### src/bba_pkg.sv
// shared types and constants of the bitmap block allocator
package bba_pkg;

  // default geometry
  localparam int NUM_BLOCKS_DEF     = 512;
  localparam int RESERVED_START_DEF = 0;
  localparam int RESERVED_COUNT_DEF = 1;

  // bitmap word layout
  localparam int WORD_W     = 32;
  localparam int BIT_W      = 5;
  localparam int GROUP_W    = 8;
  localparam int GROUP_BITS = 3;

  // field widths
  localparam int ID_W    = 12;
  localparam int COUNT_W = 13;

  typedef enum logic [1:0] {
    ACT_ALLOC   = 2'd0,
    ACT_REQUEST = 2'd1,
    ACT_RELEASE = 2'd2
  } action_t;

  typedef enum logic [2:0] {
    S_IDLE,
    S_GRP,
    S_WRD,
    S_RD,
    S_MOD,
    S_RESP
  } state_t;

endpackage

### src/bba_ram.sv
// generic single-port-write, registered-read ram
module bba_ram #(
  parameter int WIDTH = 32,
  parameter int DEPTH = 16,
  parameter int AW    = (DEPTH > 1) ? $clog2(DEPTH) : 1
) (
  input  logic             clk,
  input  logic             we,
  input  logic [AW-1:0]    waddr,
  input  logic [WIDTH-1:0] wdata,
  input  logic             re,
  input  logic [AW-1:0]    raddr,
  output logic [WIDTH-1:0] rdata
);

  logic [WIDTH-1:0] mem [DEPTH];

  always_ff @(posedge clk) begin
    if (we) begin
      mem[waddr] <= wdata;
    end
    if (re) begin
      rdata <= mem[raddr];
    end
  end

endmodule

### src/bitmap_block_allocator_unit.sv
// bitmap block allocator top level: fsm, summary bits and bitmap memory
//
// One used bit per block, kept in 32-bit words in a synchronous ram, plus a
// flip-flop "word full" summary per word. After reset, block ids in the
// reserved run are used and blocks_used holds their number (ids past the end
// are skipped). An item is taken when start is high and busy is low; its
// result shows on the result ports for exactly one cycle with done high, one
// result per item, and the receiver cannot stall it. Steps from accept to
// done: allocate picks a non-full group of 8 words from the summary, picks
// the word in it, reads the ram, then modifies and writes back; request and
// release read, then modify/write; request or release with an out-of-range
// id and the unused action code go straight to the response; allocate with
// every block used does the summary check, then the response. busy stays
// high while an item is in progress, so no new item is taken before the
// last one's result. The ram read and the two-step summary search set these
// steps. No clearing pass is needed: a word never written since reset reads
// as its reset pattern.
module bitmap_block_allocator_unit
  import bba_pkg::*;
#(
  parameter int NUM_BLOCKS     = NUM_BLOCKS_DEF,
  parameter int RESERVED_START = RESERVED_START_DEF,
  parameter int RESERVED_COUNT = RESERVED_COUNT_DEF
) (
  input  logic               clk,
  input  logic               rst,
  input  logic               start,
  output logic               busy,
  input  logic [1:0]         action,
  input  logic [ID_W-1:0]    req_block,
  output logic               done,
  output logic               ok,
  output logic [ID_W-1:0]    granted_block,
  output logic [COUNT_W-1:0] blocks_used,
  output logic [COUNT_W-1:0] blocks_free
);

  // geometry
  localparam int NWORDS  = (NUM_BLOCKS + WORD_W - 1) / WORD_W;
  localparam int AW      = (NWORDS > 1) ? $clog2(NWORDS) : 1;
  localparam int NG_RAW  = (NWORDS + GROUP_W - 1) / GROUP_W;
  localparam int GW      = (NG_RAW > 1) ? $clog2(NG_RAW) : 1;
  localparam int NG      = 1 << GW;
  localparam int RES_END = (RESERVED_START + RESERVED_COUNT < NUM_BLOCKS) ?
                           (RESERVED_START + RESERVED_COUNT) : NUM_BLOCKS;
  localparam int RES_USED = (RESERVED_START >= NUM_BLOCKS) ? 0 :
                            (RES_END - RESERVED_START);
  localparam logic [COUNT_W-1:0] NB_C       = COUNT_W'(NUM_BLOCKS);
  localparam logic [COUNT_W-1:0] RES_USED_C = COUNT_W'(RES_USED);

  // bits past the last block, always seen as used
  function automatic logic [WORD_W-1:0] pad_word(input int w);
    logic [WORD_W-1:0] m;
    for (int b = 0; b < WORD_W; b++) begin
      m[b] = (w * WORD_W + b) >= NUM_BLOCKS;
    end
    return m;
  endfunction

  // reset contents of a word: the reserved run
  function automatic logic [WORD_W-1:0] rst_word(input int w);
    logic [WORD_W-1:0] m;
    int                id;
    for (int b = 0; b < WORD_W; b++) begin
      id   = w * WORD_W + b;
      m[b] = (id >= RESERVED_START) && (id < RESERVED_START + RESERVED_COUNT) &&
             (id < NUM_BLOCKS);
    end
    return m;
  endfunction

  state_t state, state_next;

  logic [1:0]         act_q;
  logic [ID_W-1:0]    id_q;
  logic [AW-1:0]      waddr;
  logic [GW-1:0]      grp_q;
  logic [COUNT_W-1:0] used_total;
  logic [NWORDS-1:0]  full;
  logic [NWORDS-1:0]  wvalid;
  logic               rd_valid_q;

  // ram interface
  logic              ram_we;
  logic              ram_re;
  logic [WORD_W-1:0] ram_wdata;
  logic [WORD_W-1:0] ram_rdata;

  // summary search
  logic [GROUP_W-1:0] fp [NG];
  logic [NG-1:0]      gfull;
  logic               any_free;
  logic [GW-1:0]      grp_pick;
  logic [GROUP_BITS-1:0] wrd_pick;

  // read-modify-write
  logic [WORD_W-1:0]  weff;
  logic [WORD_W-1:0]  wsrch;
  logic [BIT_W-1:0]   fbit;
  logic [BIT_W-1:0]   sel_bit;
  logic [WORD_W-1:0]  wnew;

  // result
  logic               res_load;
  logic               res_ok;
  logic [ID_W-1:0]    res_grant;
  logic [COUNT_W-1:0] used_next;

  logic accept;
  logic in_range;

  assign accept   = start && !busy;
  assign busy     = (state != S_IDLE);
  assign in_range = {1'b0, req_block} < NB_C;

  // summary folded into groups of eight words, missing words read as full
  always_comb begin
    for (int g = 0; g < NG; g++) begin
      for (int k = 0; k < GROUP_W; k++) begin
        if (g * GROUP_W + k < NWORDS) begin
          fp[g][k] = full[g * GROUP_W + k];
        end else begin
          fp[g][k] = 1'b1;
        end
      end
      gfull[g] = &fp[g];
    end
  end

  // lowest group with a free block
  always_comb begin
    any_free = 1'b0;
    grp_pick = '0;
    for (int g = NG - 1; g >= 0; g--) begin
      if (!gfull[g]) begin
        any_free = 1'b1;
        grp_pick = GW'(g);
      end
    end
  end

  // lowest non-full word inside the chosen group
  always_comb begin
    wrd_pick = '0;
    for (int k = GROUP_W - 1; k >= 0; k--) begin
      if (!fp[grp_q][k]) begin
        wrd_pick = GROUP_BITS'(k);
      end
    end
  end

  // word as it stands: ram data once written, else reset pattern
  assign weff  = rd_valid_q ? ram_rdata : rst_word(int'(waddr));
  assign wsrch = weff | pad_word(int'(waddr));

  always_comb begin
    fbit = '0;
    for (int b = WORD_W - 1; b >= 0; b--) begin
      if (!wsrch[b]) begin
        fbit = BIT_W'(b);
      end
    end
  end

  assign sel_bit = (act_q == ACT_ALLOC) ? fbit : id_q[BIT_W-1:0];

  // next state
  always_comb begin
    state_next = state;
    unique case (state)
      S_IDLE: begin
        if (accept) begin
          if (action == ACT_ALLOC) begin
            state_next = S_GRP;
          end else if ((action == ACT_REQUEST || action == ACT_RELEASE) && in_range) begin
            state_next = S_RD;
          end else begin
            state_next = S_RESP;
          end
        end
      end
      S_GRP:   state_next = any_free ? S_WRD : S_RESP;
      S_WRD:   state_next = S_RD;
      S_RD:    state_next = S_MOD;
      S_MOD:   state_next = S_IDLE;
      S_RESP:  state_next = S_IDLE;
      default: state_next = S_IDLE;
    endcase
  end

  // outputs of the fsm: ram control and result
  always_comb begin
    ram_re    = 1'b0;
    ram_we    = 1'b0;
    ram_wdata = weff;
    res_load  = 1'b0;
    res_ok    = 1'b0;
    res_grant = '0;
    used_next = used_total;
    wnew      = weff;
    unique case (state)
      S_RD: begin
        ram_re = 1'b1;
      end
      S_MOD: begin
        res_load = 1'b1;
        case (act_q)
          ACT_ALLOC: begin
            wnew[sel_bit] = 1'b1;
            res_ok        = 1'b1;
            res_grant     = (ID_W'(waddr) << BIT_W) | ID_W'(fbit);
            used_next     = used_total + 1'b1;
          end
          ACT_REQUEST: begin
            if (!weff[sel_bit]) begin
              wnew[sel_bit] = 1'b1;
              res_ok        = 1'b1;
              res_grant     = id_q;
              used_next     = used_total + 1'b1;
            end
          end
          ACT_RELEASE: begin
            res_ok = 1'b1;
            if (weff[sel_bit]) begin
              wnew[sel_bit] = 1'b0;
              used_next     = used_total - 1'b1;
            end
          end
          default: begin
            res_ok = 1'b0;
          end
        endcase
        ram_we    = 1'b1;
        ram_wdata = wnew;
      end
      S_RESP: begin
        // failures and out-of-range release; release still reports ok
        res_load = 1'b1;
        res_ok   = (act_q == ACT_RELEASE);
      end
      default: begin
        ram_re = 1'b0;
      end
    endcase
  end

  // control and bookkeeping registers
  always_ff @(posedge clk) begin
    if (rst) begin
      state       <= S_IDLE;
      used_total  <= RES_USED_C;
      wvalid      <= '0;
      done        <= 1'b0;
      blocks_used <= RES_USED_C;
      blocks_free <= NB_C - RES_USED_C;
      for (int w = 0; w < NWORDS; w++) begin
        full[w] <= &(rst_word(w) | pad_word(w));
      end
    end else begin
      state <= state_next;
      done  <= res_load;
      if (res_load) begin
        used_total  <= used_next;
        blocks_used <= used_next;
        blocks_free <= NB_C - used_next;
      end
      if (ram_we) begin
        wvalid[waddr] <= 1'b1;
        full[waddr]   <= &(wnew | pad_word(int'(waddr)));
      end
    end
  end

  // item and address registers
  always_ff @(posedge clk) begin
    if (accept) begin
      act_q <= action;
      id_q  <= req_block;
      waddr <= req_block[BIT_W +: AW];
    end
    if (state == S_GRP) begin
      grp_q <= grp_pick;
    end
    if (state == S_WRD) begin
      waddr <= AW'({grp_q, wrd_pick});
    end
    if (ram_re) begin
      rd_valid_q <= wvalid[waddr];
    end
    if (res_load) begin
      ok            <= res_ok;
      granted_block <= res_grant;
    end
  end

  bba_ram #(
    .WIDTH(WORD_W),
    .DEPTH(NWORDS),
    .AW   (AW)
  ) u_bitmap (
    .clk  (clk),
    .we   (ram_we),
    .waddr(waddr),
    .wdata(ram_wdata),
    .re   (ram_re),
    .raddr(waddr),
    .rdata(ram_rdata)
  );

  // done only follows a modify or response cycle
  a_done_src: assert property (@(posedge clk) disable iff (rst)
    done |-> ($past(state) == S_MOD || $past(state) == S_RESP))
    else $error("done without a finishing state");

  // counts always add up to the number of blocks
  a_counts: assert property (@(posedge clk) disable iff (rst)
    (14'(blocks_used) + 14'(blocks_free)) == 14'(NUM_BLOCKS))
    else $error("used and free counts disagree");

  // an accepted item holds the block busy
  a_busy: assert property (@(posedge clk) disable iff (rst)
    (start && !busy) |=> busy)
    else $error("item accepted but block not busy");

  // a granted block lies inside the block range
  a_grant: assert property (@(posedge clk) disable iff (rst)
    (done && ok) |-> ({1'b0, granted_block} < NB_C))
    else $error("granted block out of range");

endmodule

### config.mk
export PLATFORM = sky130hd
export DESIGN_NAME = bitmap_block_allocator_unit
export DESIGN_NICKNAME = d
export VERILOG_FILES = /design/src/bba_pkg.sv /design/src/bba_ram.sv /design/src/bitmap_block_allocator_unit.sv
export SDC_FILE = /design/constraint.sdc
export NUM_CORES = 1
export LEC_CHECK = 0
export BUFFER_PORTS_ARGS = -buffer_cell sky130_fd_sc_hd__buf_2
export CORE_ASPECT_RATIO = 1.5
export CORE_MARGIN = 2
export CORE_UTILIZATION = 40
export CTS_BUF_LIST = sky130_fd_sc_hd__clkbuf_4
export CTS_CLUSTER_DIAMETER = 80
export DETAILED_ROUTE_END_ITERATION = 8
export GPL_ROUTABILITY_DRIVEN = 0
export PLACE_DENSITY = 0.54
export SYNTH_ARGS = -nofsm -noshare
export SYNTH_HDL_FRONTEND = slang
export SYNTH_SLANG_ARGS = --single-unit
### constraint.sdc
create_clock -name clk -period 5 [get_ports clk]
set_clock_uncertainty 0.2 [all_clocks]
set_input_delay 1 -clock clk [delete_from_list [all_inputs] [get_ports clk]]
set_output_delay 1 -clock clk [all_outputs]
set_load 0.005 [all_outputs]
==> impl_metrics.env, run 1 <==
export IMPL_worstHoldPathType="primary input to register"
export IMPL_yosys_area_share_simple_pct=7.765
export IMPL_yosys_area_share_adder_pct=0.1856
export IMPL_die_w_um=216.0
export IMPL_final_cell_area_um2=31430
export IMPL_critPathKind="register to register"
export IMPL_violations="negative setup slack"
export IMPL_hpwl_mm=43.60
export IMPL_root_buffer="clkbuf_4"
export IMPL_dpl_cell_count=2610
export IMPL_drive_gt1_share_pct=35.30
export IMPL_die_height_um=322.0
export IMPL_drtPass1Iterations=7
export IMPL_final_hold_violation_count=0
export IMPL_syn_inst=1627
export IMPL_clock_sinks=638
export IMPL_powerDensity_nw_per_um2=388.7
export IMPL_synthesis_nets=1648
export IMPL_row_count=116
export IMPL_crit_arrival_ns=5.65
export IMPL_synth_edf_count=577
export IMPL_wl_mm=74.51
export IMPL_synthArstFlopShare_pct=0
export IMPL_fin_ws_ns=-0.04976
export IMPL_yosysMostFrequentCell="edfxtp_1"
export IMPL_slowest_delay_ns=0.54
export IMPL_synthXorXnorAreaFrac_pct=0.3572
export IMPL_min_period_ns=5.050
export IMPL_yosys_warnings=0
export IMPL_tightest_slew_ns=1.192
export IMPL_synth_seq_cells=638
export IMPL_instances_no_fill=2887
export IMPL_synth_mux_area_share_pct=14.72
export IMPL_cp_slowest_cell="edfxtp_1"
export IMPL_overflow=0
export IMPL_placed_area_um2=29090
export IMPL_critPathRequiredTime_ns=5.60
export IMPL_drc=0
export IMPL_vias_per_cell=5.782
export IMPL_area_delta_synth_final_pct=16.53
export IMPL_setup_worst_path_start_class="register"
export IMPL_grt_max_degree=76
export IMPL_finalNetCount=1923
export IMPL_wl_per_cell_um=25.81
export IMPL_met1_length_mm=28.72
export IMPL_grt_pass1_wl_mm=109.5
export IMPL_highest_layer="met4"
export IMPL_ioPinCount=58
export IMPL_status="finished, violations left"
export IMPL_ant_nets=0
export IMPL_cp_top_family="compound AO/OA/AOI/OAI gates"
export IMPL_fp_coreArea_um2=66760
export IMPL_path_clk_slew_ns=0.08
export IMPL_max_freq_ghz=0.1980
export IMPL_wl_met2_mm=38.06
export IMPL_vias=16690
export IMPL_antenna_found_initial=3
export IMPL_slew_headroom_pct=20.54
export IMPL_vdd_drop_max_uv=180.6
export IMPL_first_iter_violations=1365
export IMPL_grtUsageTotal_pct=21.62
export IMPL_p_leak_nw=10.48
export IMPL_synthDistinctLibCells=88
export IMPL_cp_num_buf_inv=2
export IMPL_final_core_util_pct=47.08
export IMPL_synth_compound_area_share_pct=6.211
export IMPL_netlist_top_cells_count="577 x edfxtp_1, 165 x mux4_2, 130 x nand2_1"
export IMPL_port_buffers=57
export IMPL_drv_slew=0
export IMPL_yosysTopAreaCellShare_pct=64.24
export IMPL_worstHoldPathCells=1
export IMPL_cts_buffers=149
export IMPL_cts_tree="done"
export IMPL_crit_fanout=10
export IMPL_clk_path_buf_depth=3
export IMPL_synth_top_family_by_area="multiplexers"
export IMPL_fin_crit_sh_pct=101.0
export IMPL_seq_area_frac_synth_pct=68.77
export IMPL_end_kind="register"
export IMPL_yosysTopAreaCell="edfxtp_1"
export IMPL_syn_area_per_cell_um2=16.58
export IMPL_setup_viol=3
export IMPL_whs_ns=0.08300
export IMPL_netlist_area_um2=26970
export IMPL_drv_cap=0
export IMPL_crit_cells=18
export IMPL_clock_latency_ns=0.93
export IMPL_ys_flop_type="edfxtp_1"
export IMPL_grt_pass1_vias=16970
export IMPL_initial_core_util_pct=40.40
export IMPL_htreeDepth=4
export IMPL_r2r_cells=18
export IMPL_crit_chain="nand2b_1 -> a21oi_1 -> a211oi_2 -> buf_4 -> o221ai_2 -> o22ai_2 -> buf_6 -> mux2_2 -> o32a_1 -> o22a_2 -> nand3_4 -> mux2i_4 -> xnor2_2 -> ha_2 -> nand2_2 -> o41ai_4 -> a31oi_1 -> o31a_1"
export IMPL_die_area_um2=69570
export IMPL_synth_area_top_cells="edfxtp_1 64%, mux4_2 14%, dfxtp_1 4.5%, nand2_1 1.8%, nor2_1 1.4%"
export IMPL_dr_wl_met3_mm=4.192
layer usage:
layer | GRT usage [%] | vias to the layer above
li1 | - | 7214
met1 | 25.88 | 8571
met2 | 37.15 | 692
met3 | 4.155 | 216
met4 | 11.20 | 0
met5 | 0 | -
final timing paths:
check / startpoint / end / slack (ns)
worst max-delay path: u_bitmap.rdata[31] / blocks_free[12] / -0.05
worst min register to register: blocks_free[1] / blocks_free[1] / 0.26
worst min-delay path: req_block[3] / id_q[3] / 0.08
worst max register to register: u_bitmap.rdata[31] / blocks_free[12] / -0.05
metrics by stage:
stage / TNS, ns / power [W] / setup WS [ns]
after CTS: 0 / 0.01229 / 0.001573
after global routing: -3.031 / 0.01275 / -0.1728
after global placement: -2.166 / 0.008087 / -0.1448
after detailed placement: -2.959 / 0.008107 / -0.2056
final: -0.1249 / 0.01222 / -0.04976
after floorplan: 0 / 0.007441 / 0.03089
flip-flops by register name, summed over array words and instances, names as in the netlist, 2 cells and up:
name,cells
u_bitmap.mem,512
u_bitmap.rdata,32
full,16
wvalid,16
blocks_free,13
granted_block,12
id_q,12
used_total,12
waddr,4
state,3
act_q,2
power by group:
part	switching (W)	total [W]	internal [W]	leakage, nW
clock network	0.00197	0.00416	0.00219	1.12
logic	0.00114	0.00200	0.000855	3.59
registers	0.0000705	0.00606	0.00599	5.76
total	0.00319	0.0122	0.00903	10.5
cell families (layout without fill, tap and decap cells):
kind of cell             after synthesis  count (layout)
flip-flops                           638             638
AND/OR/NAND/NOR                      430             430
AO/OA/AOI/OAI                        236             237
multiplexers                         185             185
buffers and inverters                123             495
XOR/XNOR                              11              11
adder cells (fa/ha/maj)                4               4
other                                  0               2
layout by cell type, fill, tap and decap left out, drive strengths merged, types with 8 or more instances in the layout:
master,n
a31oi,15
nand2,131
o31ai,13
mux2i,17
or2,8
nand2b,10
nand3,58
or4,8
and3,13
nor4,19
dfxtp,61
clkbuf,210
nor2,104
inv,35
mux4,165
o311ai,14
o211ai,8
nand4,17
o21ai,60
a211oi,11
clkinv,32
nor3,32
a21oi,48
buf,211
edfxtp,577
area by class of cell:
cell class | count | area (µm²)
Antenna cell | 2 | 5.005
Clock inverter | 39 | 296.5
Clock buffer | 210 | 1577
Multi-Input combinational cell | 867 | 8217
Sequential cell | 638 | 18550
Inverter | 34 | 127.6
Tap cell | 885 | 1107
Timing Repair Buffer | 212 | 1554
Fill cell | 5824 | 35330
timing repair:
item / in CTS / in global routing
hold buffers: 0 / 1
cloned: 0 / 1
hold endpoints to repair: 0 / 1
gates resized for setup: 3 / 46
setup buffers: 1 / 23
endpoints found under the setup margin: 20 / 55
pin swaps: 0 / 28
Note: power is estimated with default switching activity, not from simulation.
==> run 2, diff against run 1 <==
Settings changed: BUFFER_PORTS_ARGS -buffer_cell sky130_fd_sc_hd__buf_2 to default, CTS_BUF_LIST sky130_fd_sc_hd__clkbuf_4 to sky130_fd_sc_hd__clkbuf_8, DONT_BUFFER_PORTS from default to 1, PLACE_DENSITY 0.54 to 0.53.
==> run 2 against run 1 <==
Compared with the run above:
- the run now ends clean
- setup slack better by 0.089 ns
- clock power down 8.7%
- via count shrank 3.0%
- global-route usage increased by 0.072 points
- core utilization down 0.16 points
- hold slack improved by 0.12 ns
- fmax is 1.8% higher
- wire length increased by 0.69%
==> impl_metrics.env, run 2 (same netlist as run 1, synthesis figures left out) <==
export IMPL_path_clk_slew_ns=0.07
export IMPL_clk_path_buf_depth=3
export IMPL_vias=16190
export IMPL_row_count=116
export IMPL_root_buffer="clkbuf_8"
export IMPL_dpl_cell_count=2584
export IMPL_setup_viol=0
export IMPL_hpwl_mm=45.67
export IMPL_drc=0
export IMPL_grt_max_degree=105
export IMPL_drive_gt1_share_pct=30.17
export IMPL_wl_mm=75.02
export IMPL_status="finished, final reports clean"
export IMPL_ff2ff_setup_slack_ns=0.04
export IMPL_seqPwrFrac_pct=51.0
export IMPL_max_freq_ghz=0.2016
export IMPL_power_w=0.01190
export IMPL_crit_arrival_ns=5.30
export IMPL_critPathRequiredTime_ns=5.34
export IMPL_final_core_util_pct=46.91
export IMPL_worstHoldPathCells=1
export IMPL_crit_top_cell="buf_4"
export IMPL_wl_per_cell_um=26.95
export IMPL_tightest_slew_ns=0.9984
export IMPL_p_switching_w=0.003149
export IMPL_p_leak_nw=10.31
export IMPL_grtUsageTotal_pct=21.70
export IMPL_final_cell_mix="577 x edfxtp_1, 173 x buf_4, 165 x mux4_2, 129 x nand2_1, 100 x nor2_1"
export IMPL_r2r_start="u_bitmap.rdata[31]"
export IMPL_grt_pass1_vias=16680
export IMPL_ioPinCount=58
export IMPL_p_int_w=0.008754
export IMPL_largest_register="u_bitmap.mem"
export IMPL_htreeDepth=3
export IMPL_end_kind="register"
export IMPL_area_delta_synth_final_pct=16.12
export IMPL_die_w_um=216.0
export IMPL_p_sw_share_pct=26.46
export IMPL_min_period_ns=4.961
export IMPL_vdd_drop_max_uv=256.2
export IMPL_min_from="rst"
export IMPL_port_buffers=0
export IMPL_slew_headroom_pct=33.44
export IMPL_finalNetCount=1847
export IMPL_powerDensity_nw_per_um2=380.0
export IMPL_clock_latency_ns=0.67
export IMPL_clock_sinks=638
export IMPL_drv_slew=0
export IMPL_cts_buffers=89
export IMPL_p_comb_share_pct=17.0
export IMPL_crit_fanout=8
export IMPL_drv_cap=0
export IMPL_fill_cells=5720
export IMPL_setup_worst_path_start_class="register"
export IMPL_first_iter_violations=1600
export IMPL_critPathKind="register to register"
export IMPL_cts_hold_buf=0
export IMPL_grt_pass1_wl_mm=109.7
export IMPL_final_common_cell="edfxtp_1"
export IMPL_min_to="wvalid[1]"
export IMPL_slowest_delay_ns=0.56
export IMPL_largest_reg_flops=512
export IMPL_die_area_um2=69570
export IMPL_cts_tree="done"
export IMPL_antenna_found_initial=1
export IMPL_whs_ns=0.2067
export IMPL_r2r_cells=22
export IMPL_timing_rr_end="blocks_free[12]"
export IMPL_clkPwrFrac_pct=32.0
export IMPL_overflow=0
export IMPL_crit_chain="buf_4 -> nand2_1 -> a31oi_1 -> o31ai_1 -> buf_4 -> a211oi_2 -> buf_4 -> and2_4 -> buf_6 -> mux2i_2 -> o32a_1 -> nand4_1 -> buf_4 -> o31ai_4 -> nand2_2 -> buf_4 -> a211oi_4 -> o21ai_2 -> buf_4 -> o41ai_4 -> a31oi_1 -> o31a_1"
export IMPL_reg_top3="u_bitmap.mem: 512 flops, u_bitmap.rdata: 32 flops"
export IMPL_fin_crit_sh_pct=99.21
export IMPL_drtPass1Iterations=6
export IMPL_worstHoldPathType="primary input to register"
export IMPL_instances_no_fill=2784
export IMPL_final_hold_violation_count=0
export IMPL_vias_per_cell=5.815
export IMPL_fp_coreArea_um2=66760
export IMPL_rsz0062_at_grt="true"
export IMPL_cp_slowest_cell="edfxtp_1"
export IMPL_initial_core_util_pct=40.40
export IMPL_ant_nets=0
export IMPL_die_height_um=322.0
## run 2: cell type report
type                    count  area (µm²)  share of cell area [%]
flip-flops and latches    638       18550                   59.22
multi-input cells         866        8209                   26.21
repair buffers            197        1679                   5.361
clock buffers              92        1266                   4.043
well taps                 885        1107                   3.535
clock inverters            69       376.6                   1.202
inverters                  34       127.6                  0.4075
diodes                      3       7.507                 0.02397
## run 2: timing repair
action,4_1_cts,5_1_grt
setup buffers,8,26
hold endpoints to repair,0,0
pin swaps,7,30
setup endpoints to repair,16,40
gates cloned,1,1
gates resized for setup,9,58
## run 2: critical path: cells and delay by family (launching register included)
family                 cells  cell delay, ns
buffers and inverters      7            1.19
multiplexers               1            0.21
AND/OR/NAND/NOR            4            0.48
flip-flops                 1            0.56
AO/OA/AOI/OAI             10            2.18
## run 2: power by group through the flow
stage	clock network (W)	logic, W	registers, W
5_1_grt	0.00412	0.00217	0.00608
2_1_floorplan	0	0.00129	0.00615
6_report	0.00380	0.00203	0.00607
3_5_place_dp	0	0.00192	0.00619
4_1_cts	0.00391	0.00195	0.00607
3_3_place_gp	0	0.00192	0.00618
## run 2: how the worst max path moves through the flow
| stage | endpoint | slack (ns) | startpoint |
|---|---|---|---|
| 2_1_floorplan | full[15] | 0.03 | act_q[1] |
| 3_3_place_gp | full[0] | -0.21 | u_bitmap.rdata[31] |
| 3_5_place_dp | full[5] | -0.20 | waddr[0] |
| 4_1_cts | blocks_free[12] | -0.0002 | u_bitmap.rdata[31] |
| 5_1_grt | blocks_free[12] | -0.15 | waddr[3] |
| 6_report | blocks_free[12] | 0.04 | u_bitmap.rdata[31] |
## run 2: through the flow
step / setup TNS (ns) / area (µm²) / setup slack (ns)
3_3_place_gp: -2.990 / 29090 / -0.2057
5_1_grt: -1.585 / 31320 / -0.1547
2_1_floorplan: 0 / 27000 / 0.03089
3_5_place_dp: -2.648 / 29090 / -0.2011
6_report: 0 / 31320 / 0.03943
4_1_cts: -0.0001723 / 30860 / -0.0001723
## run 2: routing by layer
| metal | track usage (%) | part of all wire [%] | vias to the layer above |
|---|---|---|---|
| li1 | - | - | 6976 |
| met1 | 25.53 | 37 | 8353 |
| met2 | 39.36 | 53 | 655 |
| met3 | 3.154 | 5.6 | 205 |
| met4 | 9.482 | 4.6 | 0 |
| met5 | 0 | 0 | - |
==> run 3, diff against run 2 <==
==> constraint.sdc (replaced) <==
create_clock -name clk -period 5 [get_ports clk]
set_clock_uncertainty 0.2 [all_clocks]
set_input_delay 0.5 -clock clk [delete_from_list [all_inputs] [get_ports clk]]
set_output_delay 0.5 -clock clk [all_outputs]
set_load 0.005 [all_outputs]
==> run 3 against run 2 <==
Compared with the run above:
- power rose by 0.16%
- critical endpoint is now blocks_free[11]
- global-route usage is 0.059 points higher
- non-clock buffer count is 18 higher
==> impl_metrics.env, run 3 (same netlist as run 1, synthesis figures left out) <==
export IMPL_status="finished, final reports clean"
export IMPL_slew_headroom_pct=33.82
export IMPL_tns_ns=0
export IMPL_clock_sinks=638
export IMPL_vias=16220
export IMPL_drv_cap=0
export IMPL_wl_mm=75.04
export IMPL_largest_register="u_bitmap.mem"
export IMPL_die_height_um=322.0
export IMPL_final_cell_area_um2=31510
export IMPL_placed_area_um2=29090
export IMPL_grt_max_degree=105
export IMPL_clk_path_buf_depth=3
export IMPL_worstHoldPathType="primary input to register"
export IMPL_reg_top3="u_bitmap.mem: 512 flops, u_bitmap.rdata: 32 flops"
export IMPL_fin_crit_sh_pct=98.62
export IMPL_critPathRequiredTime_ns=5.34
export IMPL_overflow=0
export IMPL_largest_reg_flops=512
export IMPL_max_freq_ghz=0.2028
export IMPL_setup_worst_path_start_class="register"
export IMPL_crit_fanout=4
export IMPL_vias_per_cell=5.789
export IMPL_drv_slew=0
export IMPL_cts_tree="done"
export IMPL_ioPinCount=58
export IMPL_setup_viol=0
export IMPL_min_period_ns=4.931
export IMPL_crit_arrival_ns=5.27
export IMPL_port_buffers=0
export IMPL_grtUsageTotal_pct=21.75
export IMPL_powerDensity_nw_per_um2=378.4
export IMPL_root_buffer="clkbuf_8"
export IMPL_fill_cells=5697
export IMPL_slowest_delay_ns=0.59
export IMPL_path_clk_slew_ns=0.07
export IMPL_cp_num_buf_inv=3
export IMPL_grt_pass1_vias=16790
export IMPL_area_delta_synth_final_pct=16.82
export IMPL_power_w=0.01192
export IMPL_wl_per_cell_um=26.79
export IMPL_hpwl_mm=45.67
export IMPL_grt_pass1_wl_mm=110.2
export IMPL_die_area_um2=69570
export IMPL_vdd_drop_max_uv=251.6
export IMPL_first_iter_violations=1545
export IMPL_cts_buffers=89
export IMPL_end_kind="register"
export IMPL_ant_nets=0
export IMPL_drive_gt1_share_pct=29.94
export IMPL_final_cell_mix="577 x edfxtp_1, 173 x buf_4, 165 x mux4_2, 129 x nand2_1, 100 x nor2_1"
export IMPL_p_leak_nw=10.40
export IMPL_critPathKind="register to register"
export IMPL_drtPass1Iterations=6
export IMPL_drc=0
export IMPL_crit_chain="or4_4 -> o31a_1 -> nor3_2 -> a211oi_2 -> buf_4 -> and2_4 -> or4_4 -> a21oi_4 -> a31oi_2 -> buf_4 -> a31oi_4 -> buf_4 -> o211ai_1 -> o311a_1 -> o32a_1 -> or4_4 -> and3b_1 -> a211oi_2"
export IMPL_final_common_cell="edfxtp_1"
export IMPL_htreeDepth=3
export IMPL_clock_latency_ns=0.67
export IMPL_cp_slowest_cell="or4_4"
export IMPL_fp_coreArea_um2=66760
export IMPL_antenna_found_initial=1
export IMPL_die_w_um=216.0
export IMPL_finalNetCount=1865
export IMPL_cp_top_family="simple AND/OR/NAND/NOR gates"
export IMPL_rsz0062_at_grt="true"
export IMPL_final_hold_violation_count=0
export IMPL_row_count=116
export IMPL_initial_core_util_pct=40.40
export IMPL_tightest_slew_ns=0.9927
run 3: cell types whose count changed in the layout (fill, tap and decap cells not counted), sizes merged:
cell	delta
buf	+1
diode	-1
dlygate4sd3	+17
run 3: final timing paths:
kind | end | slack, ns | cells after the start | startpoint
worst max-delay path | blocks_free[11] | 0.07 | 18 | waddr[3]
worst min-delay path | full[10] | 0.25 | 7 | rst
worst max register to register | blocks_free[11] | 0.07 | 18 | waddr[3]
worst min register to register | wvalid[11] | 0.27 | 2 | wvalid[11]
run 3: area by class of cell:
| class | instances | area (µm²) | share of cell area [%] |
|---|---|---|---|
| timing repair buffer | 215 | 1869 | 5.933 |
| multi-input combinational | 866 | 8209 | 26.05 |
| inverter | 34 | 127.6 | 0.4050 |
| tap | 885 | 1107 | 3.514 |
| clock inverter | 69 | 376.6 | 1.195 |
| antenna | 2 | 5.005 | 0.01588 |
| sequential | 638 | 18550 | 58.87 |
| clock buffer | 92 | 1266 | 4.019 |
run 3: timing repair:
item | in CTS | in global routing
hold endpoints to repair | 57 | 0
gates resized for setup | 9 | 58
cloned | 1 | 1
setup endpoints to repair | 16 | 40
pin swaps | 7 | 30
hold buffers | 18 | 0
setup buffers | 8 | 26
run 3: per-stage QoR:
stage	setup WS (ns)	hold WS [ns]	util (%)	instances
6_report	0.06919	0.2476	47.19	2801
5_1_grt	-0.1547	0.2293	47.19	2801
4_1_cts	-0.0001723	0.1725	46.50	2772
3_5_place_dp	-0.2011	0.2540	43.56	2584
3_3_place_gp	-0.2057	0.2436	43.56	2584
2_1_floorplan	0.03089	0.2348	-	1627
run 3: tightest hold or removal path, stage by stage:
cell     delay [ns]
a21oi_1        0.02
nand4_1        0.08
nor2_1         0.05
nand4_1        0.07
buf_6          0.15
buf_16         0.15
o21ai_2        0.05
run 3: routing by layer:
metal  up-vias  global-route usage [%]  share of wire [%]
li1       7020                       -                  -
met1      8370                   25.64                 38
met2       625                   39.38                 53
met3       201                   3.201                5.1
met4         0                   9.543                4.6
met5         -                       0                  0
run 3: where the power goes:
group          internal (W)  switching (W)
combinational      0.000903        0.00114
clock               0.00187        0.00193
sequential          0.00599      0.0000812
